$ cat src/design/ecpa_pkg.sv
// shared constants, codes and types for the elliptic-curve point engine
`default_nettype none

package ecpa_pkg;

   // default widths of coordinates and scalar
   localparam int COORD_BITS_DEF  = 8;
   localparam int SCALAR_BITS_DEF = 8;

   // register reset values and the smallest usable modulus
   localparam int MOD_RESET     = 67;
   localparam int CURVE_A_RESET = 2;
   localparam int MOD_MIN       = 3;

   // register file addressing
   localparam int CSR_IDX_BITS = 2;
   localparam logic [CSR_IDX_BITS-1:0] CSR_FIELD_MODULUS = 2'd0;
   localparam logic [CSR_IDX_BITS-1:0] CSR_CURVE_A       = 2'd1;

   // request codes
   localparam logic REQ_ADD = 1'b0;
   localparam logic REQ_MUL = 1'b1;

   // operations of the shared modular unit
   typedef enum logic [1:0] {
      ALU_ADD,
      ALU_SUB,
      ALU_MUL,
      ALU_DIV
   } alu_op_type;

   typedef struct packed {
      logic       start;
      alu_op_type op;
   } alu_ctl_type;

   // sequencer states
   typedef enum logic [4:0] {
      ST_IDLE,
      ST_RED_PX,
      ST_RED_PY,
      ST_RED_QX,
      ST_RED_QY,
      ST_RED_A,
      ST_SETUP,
      ST_LOOP,
      ST_CMP,
      ST_DBL_SQ,
      ST_DBL_2T,
      ST_DBL_3T,
      ST_DBL_NUM,
      ST_DBL_DEN,
      ST_ADD_NUM,
      ST_ADD_DEN,
      ST_DEN_CHK,
      ST_EU_CHK,
      ST_EU_DIV,
      ST_EU_MUL,
      ST_EU_SUB,
      ST_SLOPE,
      ST_X_SQ,
      ST_X_DBL2,
      ST_X_DBL3,
      ST_X_SUB1,
      ST_X_SUB2,
      ST_Y_DIFF,
      ST_Y_MUL,
      ST_Y_SUB,
      ST_RESP
   } seq_state_type;

endpackage

`default_nettype wire

$ cat src/design/ecpa_ifs.sv
// request, response and register-write channel interfaces
`default_nettype none

interface ecpa_req_if #(
   parameter int COORD_BITS  = ecpa_pkg::COORD_BITS_DEF,
   parameter int SCALAR_BITS = ecpa_pkg::SCALAR_BITS_DEF
);
   logic                   valid;
   logic                   ready;
   logic                   req_type;
   logic [COORD_BITS-1:0]  p_x;
   logic [COORD_BITS-1:0]  p_y;
   logic [COORD_BITS-1:0]  q_x;
   logic [COORD_BITS-1:0]  q_y;
   logic [SCALAR_BITS-1:0] scalar_k;

   modport source (output valid, req_type, p_x, p_y, q_x, q_y, scalar_k, input ready);
   modport sink   (input valid, req_type, p_x, p_y, q_x, q_y, scalar_k, output ready);
endinterface

interface ecpa_rsp_if #(
   parameter int COORD_BITS = ecpa_pkg::COORD_BITS_DEF
);
   logic                  valid;
   logic                  ready;
   logic [COORD_BITS-1:0] r_x;
   logic [COORD_BITS-1:0] r_y;
   logic                  at_infinity;

   modport source (output valid, r_x, r_y, at_infinity, input ready);
   modport sink   (input valid, r_x, r_y, at_infinity, output ready);
endinterface

interface ecpa_csr_if #(
   parameter int COORD_BITS = ecpa_pkg::COORD_BITS_DEF
);
   logic                                valid;
   logic                                ready;
   logic [ecpa_pkg::CSR_IDX_BITS-1:0]   index;
   logic [COORD_BITS-1:0]               data;

   modport source (output valid, index, data, input ready);
   modport sink   (input valid, index, data, output ready);
endinterface

`default_nettype wire

$ cat src/design/ecpa_alu.sv
// shared modular unit: one-step add/sub, bit-serial modular multiply and divide
`default_nettype none

module ecpa_alu #(
   parameter int W = ecpa_pkg::COORD_BITS_DEF
) (
   input  wire                   clock,
   input  wire                   reset,
   input  ecpa_pkg::alu_ctl_type ctl,
   input  wire  [W-1:0]          opa,
   input  wire  [W-1:0]          opb,
   input  wire  [W-1:0]          modulus,
   output logic                  done,
   output logic [W-1:0]          acc,
   output logic [W-1:0]          quo
);

   localparam int CNT_BITS = $clog2(W);

   logic                 busy_ff, busy_in;
   logic                 done_ff, done_in;
   ecpa_pkg::alu_op_type op_ff, op_in;
   logic [CNT_BITS-1:0]  cnt_ff, cnt_in;
   logic [W-1:0]         acc_ff, acc_in;
   logic [W-1:0]         sh_ff, sh_in;
   logic [W-1:0]         d_ff, d_in;
   logic [W-1:0]         m_ff, m_in;

   logic         msb;
   logic [W:0]   dbl_w, dbl_r, add_w;
   logic [W-1:0] mul_nx;
   logic [W:0]   trial;
   logic         ge;
   logic [W-1:0] div_nx;
   logic [W:0]   sum_w, dif_w;
   logic [W-1:0] add_res, sub_res;

   // one multiply step: double mod m, then add the addend when the bit is set
   always_comb begin
      msb    = sh_ff[W-1];
      dbl_w  = {acc_ff, 1'b0};
      dbl_r  = (dbl_w >= {1'b0, m_ff}) ? dbl_w - {1'b0, m_ff} : dbl_w;
      add_w  = dbl_r + (msb ? {1'b0, d_ff} : '0);
      mul_nx = (add_w >= {1'b0, m_ff}) ? W'(add_w - {1'b0, m_ff}) : add_w[W-1:0];
   end

   // one restoring division step
   always_comb begin
      trial  = {acc_ff, msb};
      ge     = (trial >= {1'b0, d_ff});
      div_nx = ge ? W'(trial - {1'b0, d_ff}) : trial[W-1:0];
   end

   // combinational modular add and subtract on reduced operands
   always_comb begin
      sum_w   = {1'b0, opa} + {1'b0, opb};
      add_res = (sum_w >= {1'b0, modulus}) ? W'(sum_w - {1'b0, modulus}) : sum_w[W-1:0];
      dif_w   = {1'b0, opa} + {1'b0, modulus} - {1'b0, opb};
      sub_res = (opa >= opb) ? W'(opa - opb) : dif_w[W-1:0];
   end

   // next values of control and datapath
   always_comb begin
      busy_in = busy_ff;
      done_in = 1'b0;
      op_in   = op_ff;
      cnt_in  = cnt_ff;
      acc_in  = acc_ff;
      sh_in   = sh_ff;
      d_in    = d_ff;
      m_in    = m_ff;
      if (ctl.start) begin
         op_in = ctl.op;
         case (ctl.op)
            ecpa_pkg::ALU_ADD: begin
               acc_in  = add_res;
               done_in = 1'b1;
            end
            ecpa_pkg::ALU_SUB: begin
               acc_in  = sub_res;
               done_in = 1'b1;
            end
            ecpa_pkg::ALU_MUL: begin
               acc_in  = '0;
               sh_in   = opb;
               d_in    = opa;
               m_in    = modulus;
               busy_in = 1'b1;
               cnt_in  = '0;
            end
            default: begin
               acc_in  = '0;
               sh_in   = opa;
               d_in    = opb;
               m_in    = modulus;
               busy_in = 1'b1;
               cnt_in  = '0;
            end
         endcase
      end else if (busy_ff) begin
         if (op_ff == ecpa_pkg::ALU_MUL) begin
            acc_in = mul_nx;
            sh_in  = {sh_ff[W-2:0], 1'b0};
         end else begin
            acc_in = div_nx;
            sh_in  = {sh_ff[W-2:0], ge};
         end
         cnt_in = cnt_ff + CNT_BITS'(1);
         if (cnt_ff == CNT_BITS'(W - 1)) begin
            busy_in = 1'b0;
            done_in = 1'b1;
         end
      end
   end

   // control registers
   always_ff @(posedge clock) begin
      if (reset) begin
         busy_ff <= 1'b0;
         done_ff <= 1'b0;
         op_ff   <= ecpa_pkg::ALU_ADD;
         cnt_ff  <= '0;
      end else begin
         busy_ff <= busy_in;
         done_ff <= done_in;
         op_ff   <= op_in;
         cnt_ff  <= cnt_in;
      end
   end

   // datapath registers
   always_ff @(posedge clock) begin
      acc_ff <= acc_in;
      sh_ff  <= sh_in;
      d_ff   <= d_in;
      m_ff   <= m_in;
   end

   assign done = done_ff;
   assign acc  = acc_ff;
   assign quo  = sh_ff;

   // a new operation never lands on one in progress
   a_no_start_busy: assert property (@(posedge clock) disable iff (reset)
      ctl.start |-> !busy_ff)
      else $error("alu started while busy");

   // a serial operation ends with a completion pulse
   a_fell_done: assert property (@(posedge clock) disable iff (reset)
      $fell(busy_ff) |-> done_ff)
      else $error("alu finished without done");

   // completion lasts one cycle
   a_done_pulse: assert property (@(posedge clock) disable iff (reset)
      done_ff |=> !done_ff)
      else $error("alu done held");

endmodule

`default_nettype wire

$ cat src/design/ec_point_add_scalar_mul.sv
// Affine elliptic-curve point add and scalar multiply over a small prime field.
// req_ch takes one word: req_type selects P+Q (add) or k*P (multiply); the
// coordinates are reduced mod the field modulus first. rsp_ch returns one word
// per request: r_x, r_y and at_infinity (coordinates zero when set). csr_ch
// writes field_modulus (index 0) and curve_a (index 1); write while idle.
// One request is in flight at a time: req_ch.ready is high only when idle, and
// rsp_ch.valid holds with a stable word until the receiver takes it, so a
// stalled receiver stalls the next request.
// W = COORD_BITS. The shared modular unit runs multiply and divide bit-serially
// and add and subtract combinationally. Input reduction comes first. A point
// addition doubles when P = Q and inverts by Euclid, with at most about 1.5*W
// quotient steps. An add request is one point addition; a multiply request is
// k-1 of them (none for k below 2), stopping early at the point at infinity.
// Reset (synchronous, active high) returns to idle and sets field_modulus to
// 67 and curve_a to 2.
`default_nettype none

module ec_point_add_scalar_mul #(
   parameter int COORD_BITS  = ecpa_pkg::COORD_BITS_DEF,
   parameter int SCALAR_BITS = ecpa_pkg::SCALAR_BITS_DEF
) (
   input  wire       clock,
   input  wire       reset,
   ecpa_req_if.sink   req_ch,
   ecpa_rsp_if.source rsp_ch,
   ecpa_csr_if.sink   csr_ch
);

   localparam int W = COORD_BITS;

   ecpa_pkg::seq_state_type state_ff, state_in;
   logic                    wait_ff, wait_in;
   logic [W-1:0]            mod_ff, mod_in;
   logic [W-1:0]            cfa_ff, cfa_in;

   logic [W-1:0]            m_ff, m_in;
   logic [W-1:0]            ax_ff, ax_in, ay_ff, ay_in;
   logic [W-1:0]            bx_ff, bx_in, by_ff, by_in;
   logic [W-1:0]            a_ff, a_in;
   logic [W-1:0]            num_ff, num_in, den_ff, den_in;
   logic [W-1:0]            t_ff, t_in, u_ff, u_in, s_ff, s_in;
   logic [W-1:0]            r0_ff, r0_in, r1_ff, r1_in;
   logic [W-1:0]            e0_ff, e0_in, e1_ff, e1_in, q_ff, q_in;
   logic [SCALAR_BITS-1:0]  i_ff, i_in, k_ff, k_in;
   logic                    type_ff, type_in;
   logic                    dbl_ff, dbl_in;
   logic                    inf_ff, inf_in;

   ecpa_pkg::alu_ctl_type   alu_ctl;
   logic [W-1:0]            alu_a, alu_b;
   logic                    alu_done;
   logic [W-1:0]            alu_acc, alu_quo;
   logic                    step_st;
   logic                    same_pt;
   logic [W-1:0]            q_red;

   // states that run an operation on the shared unit
   assign step_st = state_ff inside {
      ecpa_pkg::ST_RED_PX, ecpa_pkg::ST_RED_PY, ecpa_pkg::ST_RED_QX,
      ecpa_pkg::ST_RED_QY, ecpa_pkg::ST_RED_A, ecpa_pkg::ST_DBL_SQ,
      ecpa_pkg::ST_DBL_2T, ecpa_pkg::ST_DBL_3T, ecpa_pkg::ST_DBL_NUM,
      ecpa_pkg::ST_DBL_DEN, ecpa_pkg::ST_ADD_NUM, ecpa_pkg::ST_ADD_DEN,
      ecpa_pkg::ST_EU_DIV, ecpa_pkg::ST_EU_MUL, ecpa_pkg::ST_EU_SUB,
      ecpa_pkg::ST_SLOPE, ecpa_pkg::ST_X_SQ, ecpa_pkg::ST_X_DBL2,
      ecpa_pkg::ST_X_DBL3, ecpa_pkg::ST_X_SUB1, ecpa_pkg::ST_X_SUB2,
      ecpa_pkg::ST_Y_DIFF, ecpa_pkg::ST_Y_MUL, ecpa_pkg::ST_Y_SUB};

   assign same_pt = (ax_ff == bx_ff) && (ay_ff == by_ff);
   // quotient reduced mod m; it never exceeds m
   assign q_red   = (q_ff == m_ff) ? '0 : q_ff;

   // next state
   always_comb begin
      state_in = state_ff;
      case (state_ff)
         ecpa_pkg::ST_IDLE:
            if (req_ch.valid) state_in = ecpa_pkg::ST_RED_PX;
         ecpa_pkg::ST_RED_PX:  if (alu_done) state_in = ecpa_pkg::ST_RED_PY;
         ecpa_pkg::ST_RED_PY:  if (alu_done) state_in = ecpa_pkg::ST_RED_QX;
         ecpa_pkg::ST_RED_QX:  if (alu_done) state_in = ecpa_pkg::ST_RED_QY;
         ecpa_pkg::ST_RED_QY:  if (alu_done) state_in = ecpa_pkg::ST_RED_A;
         ecpa_pkg::ST_RED_A:   if (alu_done) state_in = ecpa_pkg::ST_SETUP;
         ecpa_pkg::ST_SETUP:
            state_in = (type_ff == ecpa_pkg::REQ_MUL) ? ecpa_pkg::ST_LOOP : ecpa_pkg::ST_CMP;
         ecpa_pkg::ST_LOOP:
            state_in = (i_ff < k_ff) ? ecpa_pkg::ST_CMP : ecpa_pkg::ST_RESP;
         ecpa_pkg::ST_CMP:
            state_in = same_pt ? ecpa_pkg::ST_DBL_SQ : ecpa_pkg::ST_ADD_NUM;
         ecpa_pkg::ST_DBL_SQ:  if (alu_done) state_in = ecpa_pkg::ST_DBL_2T;
         ecpa_pkg::ST_DBL_2T:  if (alu_done) state_in = ecpa_pkg::ST_DBL_3T;
         ecpa_pkg::ST_DBL_3T:  if (alu_done) state_in = ecpa_pkg::ST_DBL_NUM;
         ecpa_pkg::ST_DBL_NUM: if (alu_done) state_in = ecpa_pkg::ST_DBL_DEN;
         ecpa_pkg::ST_DBL_DEN: if (alu_done) state_in = ecpa_pkg::ST_DEN_CHK;
         ecpa_pkg::ST_ADD_NUM: if (alu_done) state_in = ecpa_pkg::ST_ADD_DEN;
         ecpa_pkg::ST_ADD_DEN: if (alu_done) state_in = ecpa_pkg::ST_DEN_CHK;
         ecpa_pkg::ST_DEN_CHK:
            state_in = (den_ff == '0) ? ecpa_pkg::ST_RESP : ecpa_pkg::ST_EU_CHK;
         ecpa_pkg::ST_EU_CHK:
            state_in = (r1_ff == '0) ? ecpa_pkg::ST_SLOPE : ecpa_pkg::ST_EU_DIV;
         ecpa_pkg::ST_EU_DIV:  if (alu_done) state_in = ecpa_pkg::ST_EU_MUL;
         ecpa_pkg::ST_EU_MUL:  if (alu_done) state_in = ecpa_pkg::ST_EU_SUB;
         ecpa_pkg::ST_EU_SUB:  if (alu_done) state_in = ecpa_pkg::ST_EU_CHK;
         ecpa_pkg::ST_SLOPE:   if (alu_done) state_in = ecpa_pkg::ST_X_SQ;
         ecpa_pkg::ST_X_SQ:
            if (alu_done) state_in = dbl_ff ? ecpa_pkg::ST_X_DBL2 : ecpa_pkg::ST_X_SUB1;
         ecpa_pkg::ST_X_DBL2:  if (alu_done) state_in = ecpa_pkg::ST_X_DBL3;
         ecpa_pkg::ST_X_DBL3:  if (alu_done) state_in = ecpa_pkg::ST_Y_DIFF;
         ecpa_pkg::ST_X_SUB1:  if (alu_done) state_in = ecpa_pkg::ST_X_SUB2;
         ecpa_pkg::ST_X_SUB2:  if (alu_done) state_in = ecpa_pkg::ST_Y_DIFF;
         ecpa_pkg::ST_Y_DIFF:  if (alu_done) state_in = ecpa_pkg::ST_Y_MUL;
         ecpa_pkg::ST_Y_MUL:   if (alu_done) state_in = ecpa_pkg::ST_Y_SUB;
         ecpa_pkg::ST_Y_SUB:
            if (alu_done) begin
               state_in = (type_ff == ecpa_pkg::REQ_MUL) ? ecpa_pkg::ST_LOOP
                                                        : ecpa_pkg::ST_RESP;
            end
         ecpa_pkg::ST_RESP:
            if (rsp_ch.ready) state_in = ecpa_pkg::ST_IDLE;
         default: state_in = ecpa_pkg::ST_IDLE;
      endcase
   end

   // outputs: handshakes and shared-unit operation select
   always_comb begin
      req_ch.ready       = (state_ff == ecpa_pkg::ST_IDLE);
      rsp_ch.valid       = (state_ff == ecpa_pkg::ST_RESP);
      rsp_ch.r_x         = inf_ff ? '0 : ax_ff;
      rsp_ch.r_y         = inf_ff ? '0 : ay_ff;
      rsp_ch.at_infinity = inf_ff;
      csr_ch.ready       = 1'b1;
      alu_ctl.start      = step_st && !wait_ff;
      alu_ctl.op         = ecpa_pkg::ALU_DIV;
      alu_a              = ax_ff;
      alu_b              = m_ff;
      case (state_ff)
         ecpa_pkg::ST_RED_PX: begin
            alu_ctl.op = ecpa_pkg::ALU_DIV; alu_a = ax_ff;  alu_b = m_ff;
         end
         ecpa_pkg::ST_RED_PY: begin
            alu_ctl.op = ecpa_pkg::ALU_DIV; alu_a = ay_ff;  alu_b = m_ff;
         end
         ecpa_pkg::ST_RED_QX: begin
            alu_ctl.op = ecpa_pkg::ALU_DIV; alu_a = bx_ff;  alu_b = m_ff;
         end
         ecpa_pkg::ST_RED_QY: begin
            alu_ctl.op = ecpa_pkg::ALU_DIV; alu_a = by_ff;  alu_b = m_ff;
         end
         ecpa_pkg::ST_RED_A: begin
            alu_ctl.op = ecpa_pkg::ALU_DIV; alu_a = cfa_ff; alu_b = m_ff;
         end
         ecpa_pkg::ST_DBL_SQ: begin
            alu_ctl.op = ecpa_pkg::ALU_MUL; alu_a = ax_ff;  alu_b = ax_ff;
         end
         ecpa_pkg::ST_DBL_2T: begin
            alu_ctl.op = ecpa_pkg::ALU_ADD; alu_a = t_ff;   alu_b = t_ff;
         end
         ecpa_pkg::ST_DBL_3T: begin
            alu_ctl.op = ecpa_pkg::ALU_ADD; alu_a = u_ff;   alu_b = t_ff;
         end
         ecpa_pkg::ST_DBL_NUM: begin
            alu_ctl.op = ecpa_pkg::ALU_ADD; alu_a = t_ff;   alu_b = a_ff;
         end
         ecpa_pkg::ST_DBL_DEN: begin
            alu_ctl.op = ecpa_pkg::ALU_ADD; alu_a = ay_ff;  alu_b = ay_ff;
         end
         ecpa_pkg::ST_ADD_NUM: begin
            alu_ctl.op = ecpa_pkg::ALU_SUB; alu_a = by_ff;  alu_b = ay_ff;
         end
         ecpa_pkg::ST_ADD_DEN: begin
            alu_ctl.op = ecpa_pkg::ALU_SUB; alu_a = bx_ff;  alu_b = ax_ff;
         end
         ecpa_pkg::ST_EU_DIV: begin
            alu_ctl.op = ecpa_pkg::ALU_DIV; alu_a = r0_ff;  alu_b = r1_ff;
         end
         ecpa_pkg::ST_EU_MUL: begin
            alu_ctl.op = ecpa_pkg::ALU_MUL; alu_a = q_red;  alu_b = e1_ff;
         end
         ecpa_pkg::ST_EU_SUB: begin
            alu_ctl.op = ecpa_pkg::ALU_SUB; alu_a = e0_ff;  alu_b = t_ff;
         end
         ecpa_pkg::ST_SLOPE: begin
            alu_ctl.op = ecpa_pkg::ALU_MUL; alu_a = num_ff; alu_b = e0_ff;
         end
         ecpa_pkg::ST_X_SQ: begin
            alu_ctl.op = ecpa_pkg::ALU_MUL; alu_a = s_ff;   alu_b = s_ff;
         end
         ecpa_pkg::ST_X_DBL2: begin
            alu_ctl.op = ecpa_pkg::ALU_ADD; alu_a = ax_ff;  alu_b = ax_ff;
         end
         ecpa_pkg::ST_X_DBL3: begin
            alu_ctl.op = ecpa_pkg::ALU_SUB; alu_a = t_ff;   alu_b = u_ff;
         end
         ecpa_pkg::ST_X_SUB1: begin
            alu_ctl.op = ecpa_pkg::ALU_SUB; alu_a = t_ff;   alu_b = ax_ff;
         end
         ecpa_pkg::ST_X_SUB2: begin
            alu_ctl.op = ecpa_pkg::ALU_SUB; alu_a = t_ff;   alu_b = bx_ff;
         end
         ecpa_pkg::ST_Y_DIFF: begin
            alu_ctl.op = ecpa_pkg::ALU_SUB; alu_a = ax_ff;  alu_b = num_ff;
         end
         ecpa_pkg::ST_Y_MUL: begin
            alu_ctl.op = ecpa_pkg::ALU_MUL; alu_a = s_ff;   alu_b = t_ff;
         end
         ecpa_pkg::ST_Y_SUB: begin
            alu_ctl.op = ecpa_pkg::ALU_SUB; alu_a = t_ff;   alu_b = ay_ff;
         end
         default: ;
      endcase
   end

   // next values of registers
   always_comb begin
      wait_in = wait_ff;
      mod_in  = mod_ff;
      cfa_in  = cfa_ff;
      m_in    = m_ff;
      ax_in   = ax_ff;
      ay_in   = ay_ff;
      bx_in   = bx_ff;
      by_in   = by_ff;
      a_in    = a_ff;
      num_in  = num_ff;
      den_in  = den_ff;
      t_in    = t_ff;
      u_in    = u_ff;
      s_in    = s_ff;
      r0_in   = r0_ff;
      r1_in   = r1_ff;
      e0_in   = e0_ff;
      e1_in   = e1_ff;
      q_in    = q_ff;
      i_in    = i_ff;
      k_in    = k_ff;
      type_in = type_ff;
      dbl_in  = dbl_ff;
      inf_in  = inf_ff;

      // register writes
      if (csr_ch.valid) begin
         case (csr_ch.index)
            ecpa_pkg::CSR_FIELD_MODULUS: mod_in = csr_ch.data;
            ecpa_pkg::CSR_CURVE_A:       cfa_in = csr_ch.data;
            default: ;
         endcase
      end

      // operation in flight on the shared unit
      if (alu_ctl.start) begin
         wait_in = 1'b1;
      end else if (alu_done) begin
         wait_in = 1'b0;
      end

      case (state_ff)
         ecpa_pkg::ST_IDLE:
            if (req_ch.valid) begin
               m_in    = (mod_ff < W'(ecpa_pkg::MOD_MIN)) ? W'(ecpa_pkg::MOD_MIN) : mod_ff;
               type_in = req_ch.req_type;
               ax_in   = req_ch.p_x;
               ay_in   = req_ch.p_y;
               bx_in   = req_ch.q_x;
               by_in   = req_ch.q_y;
               k_in    = req_ch.scalar_k;
            end
         ecpa_pkg::ST_RED_PX:  if (alu_done) ax_in = alu_acc;
         ecpa_pkg::ST_RED_PY:  if (alu_done) ay_in = alu_acc;
         ecpa_pkg::ST_RED_QX:  if (alu_done) bx_in = alu_acc;
         ecpa_pkg::ST_RED_QY:  if (alu_done) by_in = alu_acc;
         ecpa_pkg::ST_RED_A:   if (alu_done) a_in  = alu_acc;
         ecpa_pkg::ST_SETUP: begin
            inf_in = 1'b0;
            // multiply adds P to the running point each round
            if (type_ff == ecpa_pkg::REQ_MUL) begin
               bx_in = ax_ff;
               by_in = ay_ff;
               i_in  = SCALAR_BITS'(1);
            end
         end
         ecpa_pkg::ST_CMP:     dbl_in = same_pt;
         ecpa_pkg::ST_DBL_SQ:  if (alu_done) t_in   = alu_acc;
         ecpa_pkg::ST_DBL_2T:  if (alu_done) u_in   = alu_acc;
         ecpa_pkg::ST_DBL_3T:  if (alu_done) t_in   = alu_acc;
         ecpa_pkg::ST_DBL_NUM: if (alu_done) num_in = alu_acc;
         ecpa_pkg::ST_DBL_DEN: if (alu_done) den_in = alu_acc;
         ecpa_pkg::ST_ADD_NUM: if (alu_done) num_in = alu_acc;
         ecpa_pkg::ST_ADD_DEN: if (alu_done) den_in = alu_acc;
         ecpa_pkg::ST_DEN_CHK:
            // vertical line gives the point at infinity
            if (den_ff == '0) begin
               inf_in = 1'b1;
            end else begin
               r0_in = m_ff;
               r1_in = den_ff;
               e0_in = '0;
               e1_in = W'(1);
            end
         ecpa_pkg::ST_EU_DIV:
            if (alu_done) begin
               q_in  = alu_quo;
               r0_in = r1_ff;
               r1_in = alu_acc;
            end
         ecpa_pkg::ST_EU_MUL:  if (alu_done) t_in = alu_acc;
         ecpa_pkg::ST_EU_SUB:
            if (alu_done) begin
               e0_in = e1_ff;
               e1_in = alu_acc;
            end
         ecpa_pkg::ST_SLOPE:   if (alu_done) s_in   = alu_acc;
         ecpa_pkg::ST_X_SQ:    if (alu_done) t_in   = alu_acc;
         ecpa_pkg::ST_X_DBL2:  if (alu_done) u_in   = alu_acc;
         ecpa_pkg::ST_X_DBL3:  if (alu_done) num_in = alu_acc;
         ecpa_pkg::ST_X_SUB1:  if (alu_done) t_in   = alu_acc;
         ecpa_pkg::ST_X_SUB2:  if (alu_done) num_in = alu_acc;
         ecpa_pkg::ST_Y_DIFF:  if (alu_done) t_in   = alu_acc;
         ecpa_pkg::ST_Y_MUL:   if (alu_done) t_in   = alu_acc;
         ecpa_pkg::ST_Y_SUB:
            if (alu_done) begin
               ax_in = num_ff;
               ay_in = alu_acc;
               i_in  = i_ff + SCALAR_BITS'(1);
            end
         default: ;
      endcase
   end

   // control and register-file state
   always_ff @(posedge clock) begin
      if (reset) begin
         state_ff <= ecpa_pkg::ST_IDLE;
         wait_ff  <= 1'b0;
         mod_ff   <= W'(ecpa_pkg::MOD_RESET);
         cfa_ff   <= W'(ecpa_pkg::CURVE_A_RESET);
      end else begin
         state_ff <= state_in;
         wait_ff  <= wait_in;
         mod_ff   <= mod_in;
         cfa_ff   <= cfa_in;
      end
   end

   // working registers
   always_ff @(posedge clock) begin
      m_ff    <= m_in;
      ax_ff   <= ax_in;
      ay_ff   <= ay_in;
      bx_ff   <= bx_in;
      by_ff   <= by_in;
      a_ff    <= a_in;
      num_ff  <= num_in;
      den_ff  <= den_in;
      t_ff    <= t_in;
      u_ff    <= u_in;
      s_ff    <= s_in;
      r0_ff   <= r0_in;
      r1_ff   <= r1_in;
      e0_ff   <= e0_in;
      e1_ff   <= e1_in;
      q_ff    <= q_in;
      i_ff    <= i_in;
      k_ff    <= k_in;
      type_ff <= type_in;
      dbl_ff  <= dbl_in;
      inf_ff  <= inf_in;
   end

   // shared modular unit
   ecpa_alu #(
      .W (W)
   ) u_alu (
      .clock   (clock),
      .reset   (reset),
      .ctl     (alu_ctl),
      .opa     (alu_a),
      .opb     (alu_b),
      .modulus (m_ff),
      .done    (alu_done),
      .acc     (alu_acc),
      .quo     (alu_quo)
   );

   // never idle and holding a result at once
   a_ready_resp: assert property (@(posedge clock) disable iff (reset)
      !(req_ch.ready && rsp_ch.valid))
      else $error("request ready while response pending");

   // infinity comes with zero coordinates
   a_inf_zero: assert property (@(posedge clock) disable iff (reset)
      rsp_ch.valid && rsp_ch.at_infinity |-> rsp_ch.r_x == '0 && rsp_ch.r_y == '0)
      else $error("infinity with nonzero coordinates");

   // an accepted request starts with operand reduction
   a_accept_reduce: assert property (@(posedge clock) disable iff (reset)
      req_ch.valid && req_ch.ready |=> state_ff == ecpa_pkg::ST_RED_PX)
      else $error("accepted request did not start");

   // only one operation at a time on the shared unit
   a_one_op: assert property (@(posedge clock) disable iff (reset)
      alu_ctl.start |-> !wait_ff)
      else $error("shared unit started twice");

endmodule

`default_nettype wire

$ cat src/flat_wrapper.sv
// flat-port wrapper written by rule: the top's interface ports become plain ports
module ec_point_add_scalar_mul_flat 
#(
   parameter int COORD_BITS  = ecpa_pkg::COORD_BITS_DEF,
   parameter int SCALAR_BITS = ecpa_pkg::SCALAR_BITS_DEF
)
  (clock, reset, req_ch_valid, req_ch_req_type, req_ch_p_x, req_ch_p_y, req_ch_q_x, req_ch_q_y, req_ch_scalar_k, req_ch_ready, rsp_ch_valid, rsp_ch_r_x, rsp_ch_r_y, rsp_ch_at_infinity, rsp_ch_ready, csr_ch_valid, csr_ch_index, csr_ch_data, csr_ch_ready);
  ecpa_req_if #(.COORD_BITS(COORD_BITS), .SCALAR_BITS(SCALAR_BITS)) req_ch_i ();
  ecpa_rsp_if #(.COORD_BITS(COORD_BITS)) rsp_ch_i ();
  ecpa_csr_if #(.COORD_BITS(COORD_BITS)) csr_ch_i ();
  input  wire clock;
  input  wire reset;
  input wire logic [$bits(req_ch_i.valid)-1:0] req_ch_valid;
  input wire logic [$bits(req_ch_i.req_type)-1:0] req_ch_req_type;
  input wire logic [$bits(req_ch_i.p_x)-1:0] req_ch_p_x;
  input wire logic [$bits(req_ch_i.p_y)-1:0] req_ch_p_y;
  input wire logic [$bits(req_ch_i.q_x)-1:0] req_ch_q_x;
  input wire logic [$bits(req_ch_i.q_y)-1:0] req_ch_q_y;
  input wire logic [$bits(req_ch_i.scalar_k)-1:0] req_ch_scalar_k;
  output wire logic [$bits(req_ch_i.ready)-1:0] req_ch_ready;
  output wire logic [$bits(rsp_ch_i.valid)-1:0] rsp_ch_valid;
  output wire logic [$bits(rsp_ch_i.r_x)-1:0] rsp_ch_r_x;
  output wire logic [$bits(rsp_ch_i.r_y)-1:0] rsp_ch_r_y;
  output wire logic [$bits(rsp_ch_i.at_infinity)-1:0] rsp_ch_at_infinity;
  input wire logic [$bits(rsp_ch_i.ready)-1:0] rsp_ch_ready;
  input wire logic [$bits(csr_ch_i.valid)-1:0] csr_ch_valid;
  input wire logic [$bits(csr_ch_i.index)-1:0] csr_ch_index;
  input wire logic [$bits(csr_ch_i.data)-1:0] csr_ch_data;
  output wire logic [$bits(csr_ch_i.ready)-1:0] csr_ch_ready;
  assign req_ch_i.valid = req_ch_valid;
  assign req_ch_i.req_type = req_ch_req_type;
  assign req_ch_i.p_x = req_ch_p_x;
  assign req_ch_i.p_y = req_ch_p_y;
  assign req_ch_i.q_x = req_ch_q_x;
  assign req_ch_i.q_y = req_ch_q_y;
  assign req_ch_i.scalar_k = req_ch_scalar_k;
  assign req_ch_ready = req_ch_i.ready;
  assign rsp_ch_valid = rsp_ch_i.valid;
  assign rsp_ch_r_x = rsp_ch_i.r_x;
  assign rsp_ch_r_y = rsp_ch_i.r_y;
  assign rsp_ch_at_infinity = rsp_ch_i.at_infinity;
  assign rsp_ch_i.ready = rsp_ch_ready;
  assign csr_ch_i.valid = csr_ch_valid;
  assign csr_ch_i.index = csr_ch_index;
  assign csr_ch_i.data = csr_ch_data;
  assign csr_ch_ready = csr_ch_i.ready;
  ec_point_add_scalar_mul #(.COORD_BITS(COORD_BITS), .SCALAR_BITS(SCALAR_BITS)) u_core (.clock(clock), .reset(reset), .req_ch(req_ch_i), .rsp_ch(rsp_ch_i), .csr_ch(csr_ch_i));
endmodule
$ cat config.mk
export PLATFORM = sky130hd
export DESIGN_NAME = ec_point_add_scalar_mul_flat
export DESIGN_NICKNAME = d
export VERILOG_FILES = /design/src/design/ecpa_pkg.sv /design/src/design/ecpa_ifs.sv /design/src/design/ecpa_alu.sv /design/src/design/ec_point_add_scalar_mul.sv /design/src/flat_wrapper.sv
export SDC_FILE = /design/constraint.sdc
export NUM_CORES = 1
export LEC_CHECK = 0
export ABC_AREA = 1
export ABC_CLOCK_PERIOD_IN_PS = 10600
export BUFFER_PORTS_ARGS = -buffer_cell sky130_fd_sc_hd__buf_2
export CORE_ASPECT_RATIO = 0.5
export CORE_UTILIZATION = 58
export DETAILED_ROUTE_END_ITERATION = 6
export PLACE_DENSITY = 0.75
export RECOVER_POWER = 100
export SLEW_MARGIN = 20
export SYNTH_ARGS = -nofsm -noshare
export SYNTH_HDL_FRONTEND = slang
export SYNTH_HIERARCHICAL = 1
export SYNTH_SLANG_ARGS = --single-unit
export TNS_END_PERCENT = 50
$ cat constraint.sdc
create_clock -name clock -period 10.6 [get_ports clock]
set_input_delay 0.53 -clock clock [delete_from_list [all_inputs] [get_ports clock]]
set_output_delay 0.53 -clock clock [all_outputs]
set_load 0.005 [all_outputs]
## Word-level counts from Yosys, hierarchy flattened

Cells that the tools add are included.

| cells by class | value |
|---|---|
| muxes and demuxes | 93 |
| add/sub/neg operators | 11 |
| reductions and logical operators | 58 |
| $lt $le $gt $ge | 7 |
| equal/unequal tests | 67 |
| bitwise operators | 1 |

Operator list:

| kind | number |
|---|---|
| $mux 8 | 29 |
| $pmux 8 s11 | 2 |
| $pmux 5 s29 | 1 |
| $pmux 8 s2 | 9 |
| $mux 5 | 26 |
| $eq 5x5->1 const B | 15 |
| $pmux 8 s3 | 3 |
| $ne 2x2->1 const B | 23 |
| $eq 5x4->1 const B | 8 |
| $sub 8x8->8 | 5 |
| $ge 9x8->1 | 4 |
| $reduce_and 2->1 | 13 |
| $eq 8x8->1 | 3 |
| $reduce_and 24->1 | 1 |
| $reduce_bool 24->1 | 1 |
| $eq 5x3->1 const B | 4 |
| $reduce_or 2->1 | 9 |
| $logic_not 8->1 | 2 |
| $mux 3 | 5 |
| $reduce_bool 2->1 | 7 |
| $mux 1 | 12 |
| $mux 4 | 3 |
| $ne 2x1->1 const B | 6 |
| $reduce_and 3->1 | 4 |
| other kinds (30) | 42 |

| word-level totals | value |
|---|---|
| output and inout port bits | 20 |
| flip-flop bits (word level) | 208 |
| bits of input ports | 56 |

## Longest topological paths before layout

Gate-level depths: netlist of the first run.

| logic depth | value |
|---|---|
| depth after elaboration | 8 |
| depth in mapped cells | 35 |

## Modules after synthesis

The synthesis of the first run kept the hierarchy.

By module, submodules not included:

| module | times used | area each (µm²) | cells each |
|---|---|---|---|
| ec_point_add_scalar_mul | 1 | 9390.3 | 1091 |
| ecpa_alu | 1 | 5476.5 | 798 |

## Worst setup path before layout of the first run

No wires, ideal clock.

| timing | value |
|---|---|
| path kind | flip-flop to flip-flop |
| start | register u_core.u_alu.acc_ff[0] (netlist: u_core/u_alu/acc[0]) |
| end | register u_core.u_alu.acc_ff[3] (netlist: u_core/u_alu/acc[3]), data pin |
| cell stages (with the launch flop) | 27 |
| slack | 6.370 ns |
| buffers on the path | 1 |
| data required time | 10.337 ns |
| arrival | 3.967 ns |
| cell sequence | edfxtp_1 -> ha_1 -> ha_1 -> nand3_1 -> nor3_2 -> nor2_2 -> nand2_4 -> inv_1 -> clkbuf_1 -> nor2_1 -> ha_1 -> inv_1 -> fa_1 -> inv_1 -> nand3_1 -> nand2_1 -> a21oi_1 -> xor2_1 -> inv_1 -> ha_1 -> nand2_1 -> nor4_1 -> nor2_2 -> nand3_4 -> nand2_1 -> nand3_1 -> nand3_1 |

| on the way | value |
|---|---|
| longest elaborated chain between the ends | 8 |
| elaborated cells between the ends (all ways) | 13 |
| classes of those cells | 4 x add/sub; 3 x order compare; 6 x mux |

Ends and longest elaborated chain:

| what | line | RTL |
|---|---|---|
| start, declared | ecpa_alu.sv:24 | `logic [W-1:0] acc_ff, acc_in;` |
| start signal, assigned | ecpa_alu.sv:133 | `acc_ff <= acc_in;` |
| $sub 9x8->9 or $ge 9x8->1 (tied branches) | ecpa_alu.sv:42 | `dbl_r = (dbl_w >= {1'b0, m_ff}) ? dbl_w - {1'b0, m_ff} : dbl_w;` |
| $mux 9 | ecpa_alu.sv:42 |  |
| $add 9x8->9 | ecpa_alu.sv:43 | `add_w = dbl_r + (msb ? {1'b0, d_ff} : '0);` |
| $sub 8x8->8 or $ge 9x8->1 (tied branches) | ecpa_alu.sv:44 | `mul_nx = (add_w >= {1'b0, m_ff}) ? W'(add_w - {1'b0, m_ff}) : add_w[W-1:0];` |
| $mux 8 | ecpa_alu.sv:44 |  |
| $mux 8 * | ecpa_alu.sv:101 | `if (op_ff == ecpa_pkg::ALU_MUL) begin` |
| $mux 8 * | ecpa_alu.sv:100 | `end else if (busy_ff) begin` |
| $mux 8 * | ecpa_alu.sv:72 | `if (ctl.start) begin` |
| net u_core.u_alu.acc_in[3] | ecpa_alu.sv:24 |  |

Mark *: on every way through the listed nets, which the timed path passes. The rest lies on a longest branch. The select of a mux whose other input is x is not followed.
A chain may end at the register's enable or synchronous reset.

## Worst setup path in the final report of the first run

| timing | value |
|---|---|
| start | register u_core.state_ff[4] |
| end | register u_core.u_alu.acc_ff[5] (netlist: u_core/u_alu/acc[5]), data pin |

| on the way | value |
|---|---|
| longest elaborated chain between the ends | 8 |
| elaborated cells between the ends (all ways) | 53 |
| classes of those cells | 5 x add/sub; 2 x order compare; 25 x eq/ne; 7 x mux; 14 x reduce/logical |

Ends and longest elaborated chain:

| what | line | RTL |
|---|---|---|
| start, declared | ec_point_add_scalar_mul.sv:31 | `ecpa_pkg::seq_state_type state_ff, state_in;` |
| start signal, assigned | ec_point_add_scalar_mul.sv:331 | `state_ff <= ecpa_pkg::ST_IDLE;` |
| start signal, assigned | ec_point_add_scalar_mul.sv:336 | `state_ff <= state_in;` |
| $eq 5x5->1 or $eq 5x4->1 (tied branches) | ec_point_add_scalar_mul.sv:135 | `case (state_ff)` |
| $reduce_or 4->1 (no source line) or $reduce_or 3->1 (tied branches) | -- |  |
| $pmux 8 s11 * | ec_point_add_scalar_mul.sv:135 |  |
| net u_core.alu_b[2] | ec_point_add_scalar_mul.sv:50 | `logic [W-1:0] alu_a, alu_b;` |
| $add 8x8->9 | ecpa_alu.sv:56 | `sum_w = {1'b0, opa} + {1'b0, opb};` |
| $sub 8x8->8 or $ge 9x8->1 (tied branches) | ecpa_alu.sv:57 | `add_res = (sum_w >= {1'b0, modulus}) ? W'(sum_w - {1'b0, modulus}) : sum_w[W-1:0];` |
| $mux 8 | ecpa_alu.sv:57 |  |
| $pmux 8 s2 * | ecpa_alu.sv:74 | `case (ctl.op)` |
| $mux 8 * | ecpa_alu.sv:72 |  |
| net u_core.u_alu.acc_in[5] | ecpa_alu.sv:24 |  |

Mark *: on every way through the listed nets, which the timed path passes. The rest lies on a longest branch.

==> impl_results.md, run 1 <==
- Status: finished, violations left
- Failing checks: max-capacitance violations, max-slew violations
- Net count, final: 2098
- Worst slew margin: -29.8%
- Htree depth: 1
- Root Buffer: clkbuf_16
- Fin. max-slew vios: 19
- Maximum Capacitance Violations: 1
- Syn Nets: 2035
- Overflow after GRT: 0
- DR vias/cell: 5.96
- Final Hold Fails: 0
- Hold crit path type: input port to flop
- Worst setup margin: 3.34 ns
- DP HPWL: 37600 µm
- Synthesized-area fraction occupied by adder cells: 8.28%
- Crit. End Element: flop
- Fmax: 138 MHz
- Drt pass-1 iters: 7
- Clock Sinks: 208
- Ys async rst share: 0%
- Crit start category: flop
- Die W: 228 µm
- Final cell count without fillers: 2303
- # rows: 40
- Starting DRT DRC Count: 1996
- Drt total wl: 48300 µm
- Total GRT Usage: 36.7%
- First-pass GRT wire length: 72900 µm
- Post-synthesis sequential area ratio: 40.1%
- CTS tree: done
- IO Pins: 76
- Die height: 115 µm
- Placed Instances: 2265
- Final setup viols: 0
- Core Box Area: 0.0246 mm²
- DRT antenna net count: 0
- Setup CP Type: flop to flop
- Vias in the first global route: 12500
- CTS buffer count: 21
- #FFs+latches synth: 208
- Worst Clk Skew: 0.0383 ns
- Commonest non-fill, non-tap cells in the layout: nand2_1 (468), inv_1 (283), nor2_1 (195), edfxtp_1 (179), o21ai_0 (111)
- N_diodes: 0
- Die area: 0.0263 mm²
- Latest clock arrival within the worst-skew pair: 0.54 ns
- Gpl congestion: 1.06
- Pwr/cell area: 392 mW/mm²
- XOR/XNOR share of the synthesized area: 3.30%
- Worst-case clock buffer depth: 3
- Via count: 13700
- CP max FO: 18
- Crit path DAT: 7.52 ns
- CP max stage delay: 0.96 ns
- Syn. warnings: 6
- Clock period minus worst slack: 7.26 ns
- Top post-synthesis cells by area: edfxtp_1 (36%), nand2_1 (12%), inv_1 (7.0%)
- Crit-path most repeated cell: nand2_1
- Largest net degree at the start of global routing: 30
- Initial Utilization: 60.5%
- Dpl ws: 5.19 ns
- WL/cell: 21.0 µm
- Pleak: 7.51 nW
- Antenna violations before repair: 0
- IO Port Bufs: 74
- Drc violations: 0
- Worst-Margin Slew: 1.94 ns
- Power Total: 6.29 mW
- Clock transition at the registers of the reported paths: 0.06 ns
- RSZ-0062 raised after global routing: no
- Mux share of post-synthesis cell area: 0%
- Post-synth EDFFs: 179
- Synth Instances: 1889
- Main combinational cell family by area after synthesis: simple AND/OR/NAND/NOR gates
- Setup TNS: 0 ns
- Compound-cell area share of the yosys netlist: 12.3%
- Layout cells sized above 1: 8.34%
- Crit share post-route: 68.5%
- Post-Syn Area: 0.0149 mm²
- Yosys top cell by area: edfxtp_1
- Commonest non-fill, non-tap cell in the layout: nand2_1
- Synth Area in Simple Gates: 27.1%
- Top-area cell type share of the netlist area: 36.2%
- Area grow syn2layout: 8.07%
- CP required: 10.86 ns
- Setup repair bufs after CTS: 0
- CTS resizes: 0
- CP max stage cell: clkinvlp_2
- FILL cells: 2201
- Worst VDD drop: 0.657 mV
- Hold bufs inserted after CTS: 0
- Mapped Avg Cell Area: 7.87 µm²
- Top_reg_cell synth: edfxtp_1
- Min Hold Slack: 0.168 ns
- Library cells used by synthesis: 62
worst paths after layout:
check	from	to	slack, ns	depth (start not counted)
max reg2reg	u_core/state_ff[4]	u_core/u_alu/acc[5]	3.34	25
min reg2reg	u_core/u_alu/quo[6]	u_core/q_ff[6]	0.45	0
min	req_ch_scalar_k[2]	u_core/k_ff[2]	0.17	1
max	u_core/state_ff[4]	u_core/u_alu/acc[5]	3.34	25
cell usage after synthesis, types with 3 or more instances:
library cell / count
nand3_4: 4
nor2_2: 15
nand4_1: 42
inv_1: 276
a21oi_2: 6
xor2_1: 35
xnor2_1: 21
o21bai_1: 3
nor3_1: 18
a21o_1: 6
nand3b_1: 4
a21oi_1: 82
a22oi_1: 5
a31oi_1: 7
nand2_2: 18
nor2_1: 187
o22ai_1: 9
edfxtp_1: 179
clkbuf_1: 25
inv_2: 18
nand2_1: 463
nand2_4: 7
o21ai_0: 111
dfxtp_1: 29
nor2_4: 6
nand3_1: 98
ha_1: 76
fa_1: 14
nor4_1: 4
clkinv_1: 5
buf_2: 5
buf_4: 8
o221ai_1: 25
o2111ai_1: 7
o211ai_1: 16
nand3_2: 8
o31ai_1: 3
nor3b_1: 5
o21a_1: 5
a211oi_1: 6
layout make-up:
cell class	count	area [µm²]	share of cell area, %
repair buffers	80	389	2.42
flip-flops and latches	208	5960	37.1
inverters	301	1130	7.06
well taps	336	420	2.62
multi-input cells	1340	7470	46.5
clock buffers	28	562	3.50
clock inverters	10	138	0.857
cells by family after synthesis:
group / count (synthesis)
simple gates: 891
buf+inv: 341
compound gates: 302
flops: 208
fa+ha+maj: 90
xor+xnor: 56
other cells: 1
worst max-delay path, delay by kind of cell (launching register included):
family | cells | cell delay [ns]
AO/OA/AOI/OAI | 3 | 0.39
XOR/XNOR | 1 | 0.26
adder cells (fa/ha/maj) | 2 | 0.72
buffers and inverters | 4 | 1.30
flip-flops | 1 | 0.61
AND/OR/NAND/NOR | 15 | 3.67
stage by stage:
step           util [%]  instance area, µm²
6_report           65.4               16100
5_1_grt            65.4               16100
4_1_cts            66.0               16200
3_5_place_dp       63.1               15500
3_3_place_gp       63.1               15500
2_1_floorplan         -               14900
report_power, final:
part           switching [mW]  leakage (nW)  total [mW]  internal [mW]
clock network           0.325         0.343       0.775          0.450
registers               0.254          1.91        1.42           1.17
logic                    2.69          5.25        4.10           1.41
total                    3.27          7.51        6.29           3.03
layer usage:
| layer | part of all wire (%) | GRT usage (%) | wire, µm | up-vias |
|---|---|---|---|---|
| li1 | - | - | - | 6415 |
| met1 | 42 | 51.0 | 20400 | 6321 |
| met2 | 42 | 55.0 | 20100 | 868 |
| met3 | 13 | 10.7 | 6080 | 129 |
| met4 | 3.7 | 13.1 | 1770 | 0 |
| met5 | 0 | 0 | 0 | - |
No activity file was read; power rests on OpenSTA's default activity.
==> run 2, diff against run 1 <==
- ABC_CLOCK_PERIOD_IN_PS: 10600 -> 6500
- CORE_UTILIZATION: 58 -> 57
- PLACE_DENSITY: 0.75 -> 0.77
- clock period: 10.6 -> 6.5 ns (I/O delays scaled with it)
==> impl_results.md, run 2 (synthesized netlist as in run 1, its figures left out) <==
- Total GRT Usage: 36.8%
- Worst-case clock buffer depth: 3
- Setup CP Type: flop to flop
- Clock transition at the registers of the reported paths: 0.07 ns
- Commonest non-fill, non-tap cells in the layout: nand2_1 (469), inv_1 (282), nor2_1 (195), edfxtp_1 (179), o21ai_0 (111)
- CP required: 6.76 ns
- Placed Instances: 2277
- Reg2reg end: u_core/u_alu/acc[5]
- Overflow after GRT: 0
- Final Hold Fails: 0
- Final cell count without fillers: 2324
- Hold crit path type: input port to flop
- Crit-path most repeated cell: nand2_1
- Largest net degree at the start of global routing: 28
- Root Buffer: clkbuf_16
- Fmax: 173 MHz
- Placed Area: 0.0155 mm²
- CP max stage cell: nor4b_4
- Initial Utilization: 58.5%
- Final setup viols: 0
- IO Pins: 76
- Crit start category: flop
- Layout cells sized above 1: 8.54%
- Fin. max-slew vios: 0
- Reg2reg setup slack: 0.70 ns
- Antenna violations before repair: 0
- Worst VDD drop: 0.992 mV
- CP max stage delay: 0.63 ns
- Clock period minus worst slack: 5.80 ns
- # rows: 41
- RSZ-0062 raised after global routing: no
- DRT antenna net count: 0
- Starting DRT DRC Count: 1940
- CP Capture Point: u_core/u_alu/acc[5]
- CTS tree: done
- Pleak: 7.54 nW
- Core Box Area: 0.0254 mm²
- CTS resizes: 0
- Worst Clk Skew: 0.0317 ns
- Status: finished, final reports clean
- Crit. End Element: flop
- Commonest non-fill, non-tap cell in the layout: nand2_1
- CP max FO: 12
- Setup repair bufs after CTS: 0
- IO Port Bufs: 74
- Die area: 0.0268 mm²
- Drc violations: 0
- DR vias/cell: 5.99
- Clock Sinks: 208
- Critical path origin: u_core/state_ff[1]
- Vias in the first global route: 12700
- Worst-Margin Slew: 1.21 ns
- N_diodes: 0
- R2R cell count: 25
- Final std cell area, no fill: 0.0162 mm²
- Crit path DAT: 6.05 ns
- Drt total wl: 49300 µm
- CTS buffer count: 21
- Htree depth: 1
- Setup TNS: 0 ns
- Drt pass-1 iters: 6
- First-pass GRT wire length: 73600 µm
- Latest clock arrival within the worst-skew pair: 0.53 ns
- WL/cell: 21.2 µm
- Gpl congestion: 1.10
- FILL cells: 2275
- Die W: 230 µm
- Via count: 13900
- Net count, final: 2111
- FF-to-FF Start: u_core/state_ff[1]
- Worst slew margin: 19.5%
- Die height: 116 µm
- Pwr/cell area: 636 mW/mm²
- Maximum Capacitance Violations: 0
- Crit share post-route: 89.2%
- DP HPWL: 38100 µm
- Area grow syn2layout: 8.80%
[run 2: report_power, final]
group          total, mW  leakage [nW]  internal [mW]  switching (mW)
clock network       1.20         0.326          0.651           0.553
registers           2.30          1.91           1.90           0.401
logic               6.77          5.30           2.31            4.46
[run 2: worst min path at each step]
| stage | startpoint | end | slack, ns | depth (start not counted) |
|---|---|---|---|---|
| 6_report | csr_ch_data[5] | u_core/cfa_ff[5] | 0.05 | 3 |
| 5_1_grt | csr_ch_data[6] | u_core/mod_ff[6] | 0.06 | 3 |
| 4_1_cts | csr_ch_data[5] | u_core/cfa_ff[5] | 0.04 | 3 |
| 3_5_place_dp | u_core/u_alu/quo[5] | u_core/q_ff[5] | 0.44 | 0 |
| 3_3_place_gp | u_core/u_alu/quo[5] | u_core/q_ff[5] | 0.43 | 0 |
| 2_1_floorplan | reset | u_core/state_ff[0] | 0.39 | 1 |
[run 2: area by class of cell]
class	count	area [µm²]	area share, %
well taps	344	430	2.66
inverters	301	1140	7.03
multi-input cells	1340	7490	46.3
flip-flops and latches	208	5960	36.8
repair buffers	93	489	3.02
clock inverters	12	82.6	0.511
clock buffers	26	586	3.62
[run 2: metal layers]
layer  track usage (%)  vias up  wire length, µm
li1                  -     6455                -
met2              56.0      910            20700
met1              50.8     6414            20300
met4              13.3        0             1730
met3              9.77      136             6580
met5                 0        -                0
[run 2: repair_timing]
| item | CTS | global route |
|---|---|---|
| endpoints found under the hold margin | 9 | 0 |
| endpoints found under the setup margin | 0 | 0 |
| hold buffers | 9 | 0 |
[run 2: stage by stage]
step                      hold WS (ns)  util, %  power, mW  worst slack [ns]
after floorplan                  0.394        -       7.21              2.27
after global placement           0.432     61.2       8.85              1.14
after detailed placement         0.436     61.2       8.91             0.959
after CTS                       0.0402     64.2       10.1             0.929
after global routing            0.0566     63.7       11.1             0.203
final                           0.0530     63.7       10.3             0.704
[run 2: critical path, delay by kind of cell (launching register included)]
family / cells / cell delay [ns]
adder cells (fa/ha/maj): 2 / 0.77
flip-flops: 1 / 0.50
AND/OR/NAND/NOR: 17 / 3.18
buffers and inverters: 5 / 0.74
XOR/XNOR: 1 / 0.30
==> run 3, diff against run 2 <==
- CORE_MARGIN: not set -> 3
==> impl_results.md, run 3 (synthesized netlist as in run 1, its figures left out) <==
- Hold crit path type: input port to flop
- HP Start: csr_ch_data[6]
- Status: finished, final reports clean
- Die W: 234 µm
- Drc violations: 0
- Final setup viols: 0
- Crit start category: flop
- Crit. End Element: flop
- Crit path DAT: 6.28 ns
- Power Total: 10.3 mW
- Drt pass-1 iters: 6
- CP max FO: 12
- Internal Power: 4.91 mW
- Sequential share of power: 22.5%
- Die area: 0.0282 mm²
- Vias in the first global route: 12700
- Final Hold Fails: 0
- Drt total wl: 49300 µm
- Final std cell area, no fill: 0.0162 mm²
- Post-layout util: 63.6%
- Htree depth: 1
- IO Pins: 76
- Worst-Margin Slew: 1.29 ns
- Latest clock arrival within the worst-skew pair: 0.54 ns
- Fin. max-slew vios: 0
- Sw Ratio: 52.2%
- Clock Sinks: 208
- Gpl congestion: 1.06
- Setup repair bufs after CTS: 0
- RSZ-0062 raised after global routing: no
- First-pass GRT wire length: 74000 µm
- Initial Utilization: 58.4%
- Clock period minus worst slack: 5.91 ns
- Clock transition at the registers of the reported paths: 0.06 ns
- Pwr/cell area: 635 mW/mm²
- Die height: 120 µm
- DR vias/cell: 6.02
- Hold path endpoint: u_core/mod_ff[6]
- Largest net degree at the start of global routing: 28
- Total GRT Usage: 34.7%
- Commonest non-fill, non-tap cell in the layout: nand2_1
- Hold path cells: 3
- Fmax: 169 MHz
- Reg2reg end: u_core/u_alu/acc[6]
- IO Port Bufs: 74
- Net Switching: 5.37 mW
- Worst-case clock buffer depth: 3
- N_diodes: 0
- Min Hold Slack: 0.0564 ns
- Crit share post-route: 91.0%
- WP buf/inv: 4
- Crit-path most repeated cell: nand2_1
- CTS tree: done
- Reg2reg setup slack: 0.59 ns
- Core Box Area: 0.0254 mm²
- Setup TNS: 0 ns
- Root Buffer: clkbuf_16
- R2R cell count: 26
- CTS buffer count: 21
- DRT antenna net count: 0
- Family with the most delay on the worst path: simple AND/OR/NAND/NOR gates
- Clock power share: 11.8%
- DP HPWL: 37800 µm
- Antenna violations before repair: 0
- # rows: 41
- Net count, final: 2110
- Worst slew margin: 13.8%
- CTS resizes: 0
- Area grow syn2layout: 8.88%
- Setup CP Type: flop to flop
- Commonest non-fill, non-tap cells in the layout: nand2_1 (466), inv_1 (283), nor2_1 (195), edfxtp_1 (179), o21ai_0 (111)
- FF-to-FF Start: u_core/state_ff[2]
- WL/cell: 21.2 µm
- Overflow after GRT: 0
- CP max stage cell: nor2_1
- Stages on worst setup path: 26
- Placed Area: 0.0155 mm²
- Via count: 14000
- CP required: 6.86 ns
- CP max stage delay: 0.70 ns
- Maximum Capacitance Violations: 0
- Worst Clk Skew: 0.0377 ns
- Pleak: 7.53 nW
- Worst VDD drop: 1.16 mV
- Logic pwr share: 65.7%
- Starting DRT DRC Count: 1955
- Layout cells sized above 1: 8.34%
-- run 3: area by class of cell --
type / instances / area (µm²)
timing repair buffer: 92 / 480
multi-input combinational: 1340 / 7510
sequential: 208 / 5960
clock buffer: 31 / 601
clock inverter: 7 / 67.6
tap: 344 / 430
inverter: 301 / 1140
fill: 2268 / 9260
-- run 3: power groups by stage --
stage | Sequential, mW | Combinational, mW | Clock (mW)
final | 2.31 | 6.76 | 1.22
after global routing | 2.32 | 7.58 | 1.27
after CTS | 2.27 | 6.66 | 1.22
after detailed placement | 2.29 | 6.61 | 0
after global placement | 2.29 | 6.58 | 0
after floorplan | 2.08 | 5.14 | 0
-- run 3: how the worst max path moves through the flow --
stage / startpoint / end / slack [ns]
finish: u_core/state_ff[2] / u_core/u_alu/acc[6] / 0.59
global placement: u_core/state_ff[4] / u_core/u_alu/acc[5] / 1.12
CTS: u_core/state_ff[4] / u_core/u_alu/acc[6] / 0.99
global route: u_core/state_ff[3] / u_core/u_alu/acc[1] / 0.22
floorplan: u_core/u_alu/acc[0] / u_core/u_alu/acc[3] / 2.27
detailed placement: u_core/state_ff[4] / u_core/u_alu/acc[6] / 1.06
-- run 3: timing repair --
action / 4_1_cts / 5_1_grt
endpoints found under the setup margin: 0 / 0
hold buffers: 9 / 0
endpoints found under the hold margin: 9 / 0
-- run 3: layer usage --
layer	global-route usage (%)	part of all wire, %	vias to the layer above	wire length [µm]
met5	0	0	-	0
met4	11.7	3.6	0	1750
met3	8.57	14	112	6710
met2	51.0	42	927	20700
met1	50.2	41	6499	20100
li1	-	-	6444	-
-- run 3: worst min-delay path: cells and delay by family --
family | cells | cell delay [ns]
AND/OR/NAND/NOR | 2 | 0.12
buffers and inverters | 1 | 0.09
-- run 3: through the flow --
stage,setup WS (ns),std cells
floorplan,2.27,1889
global placement,1.12,2276
detailed placement,1.06,2276
CTS,0.991,2323
global route,0.218,2323
finish,0.587,2323
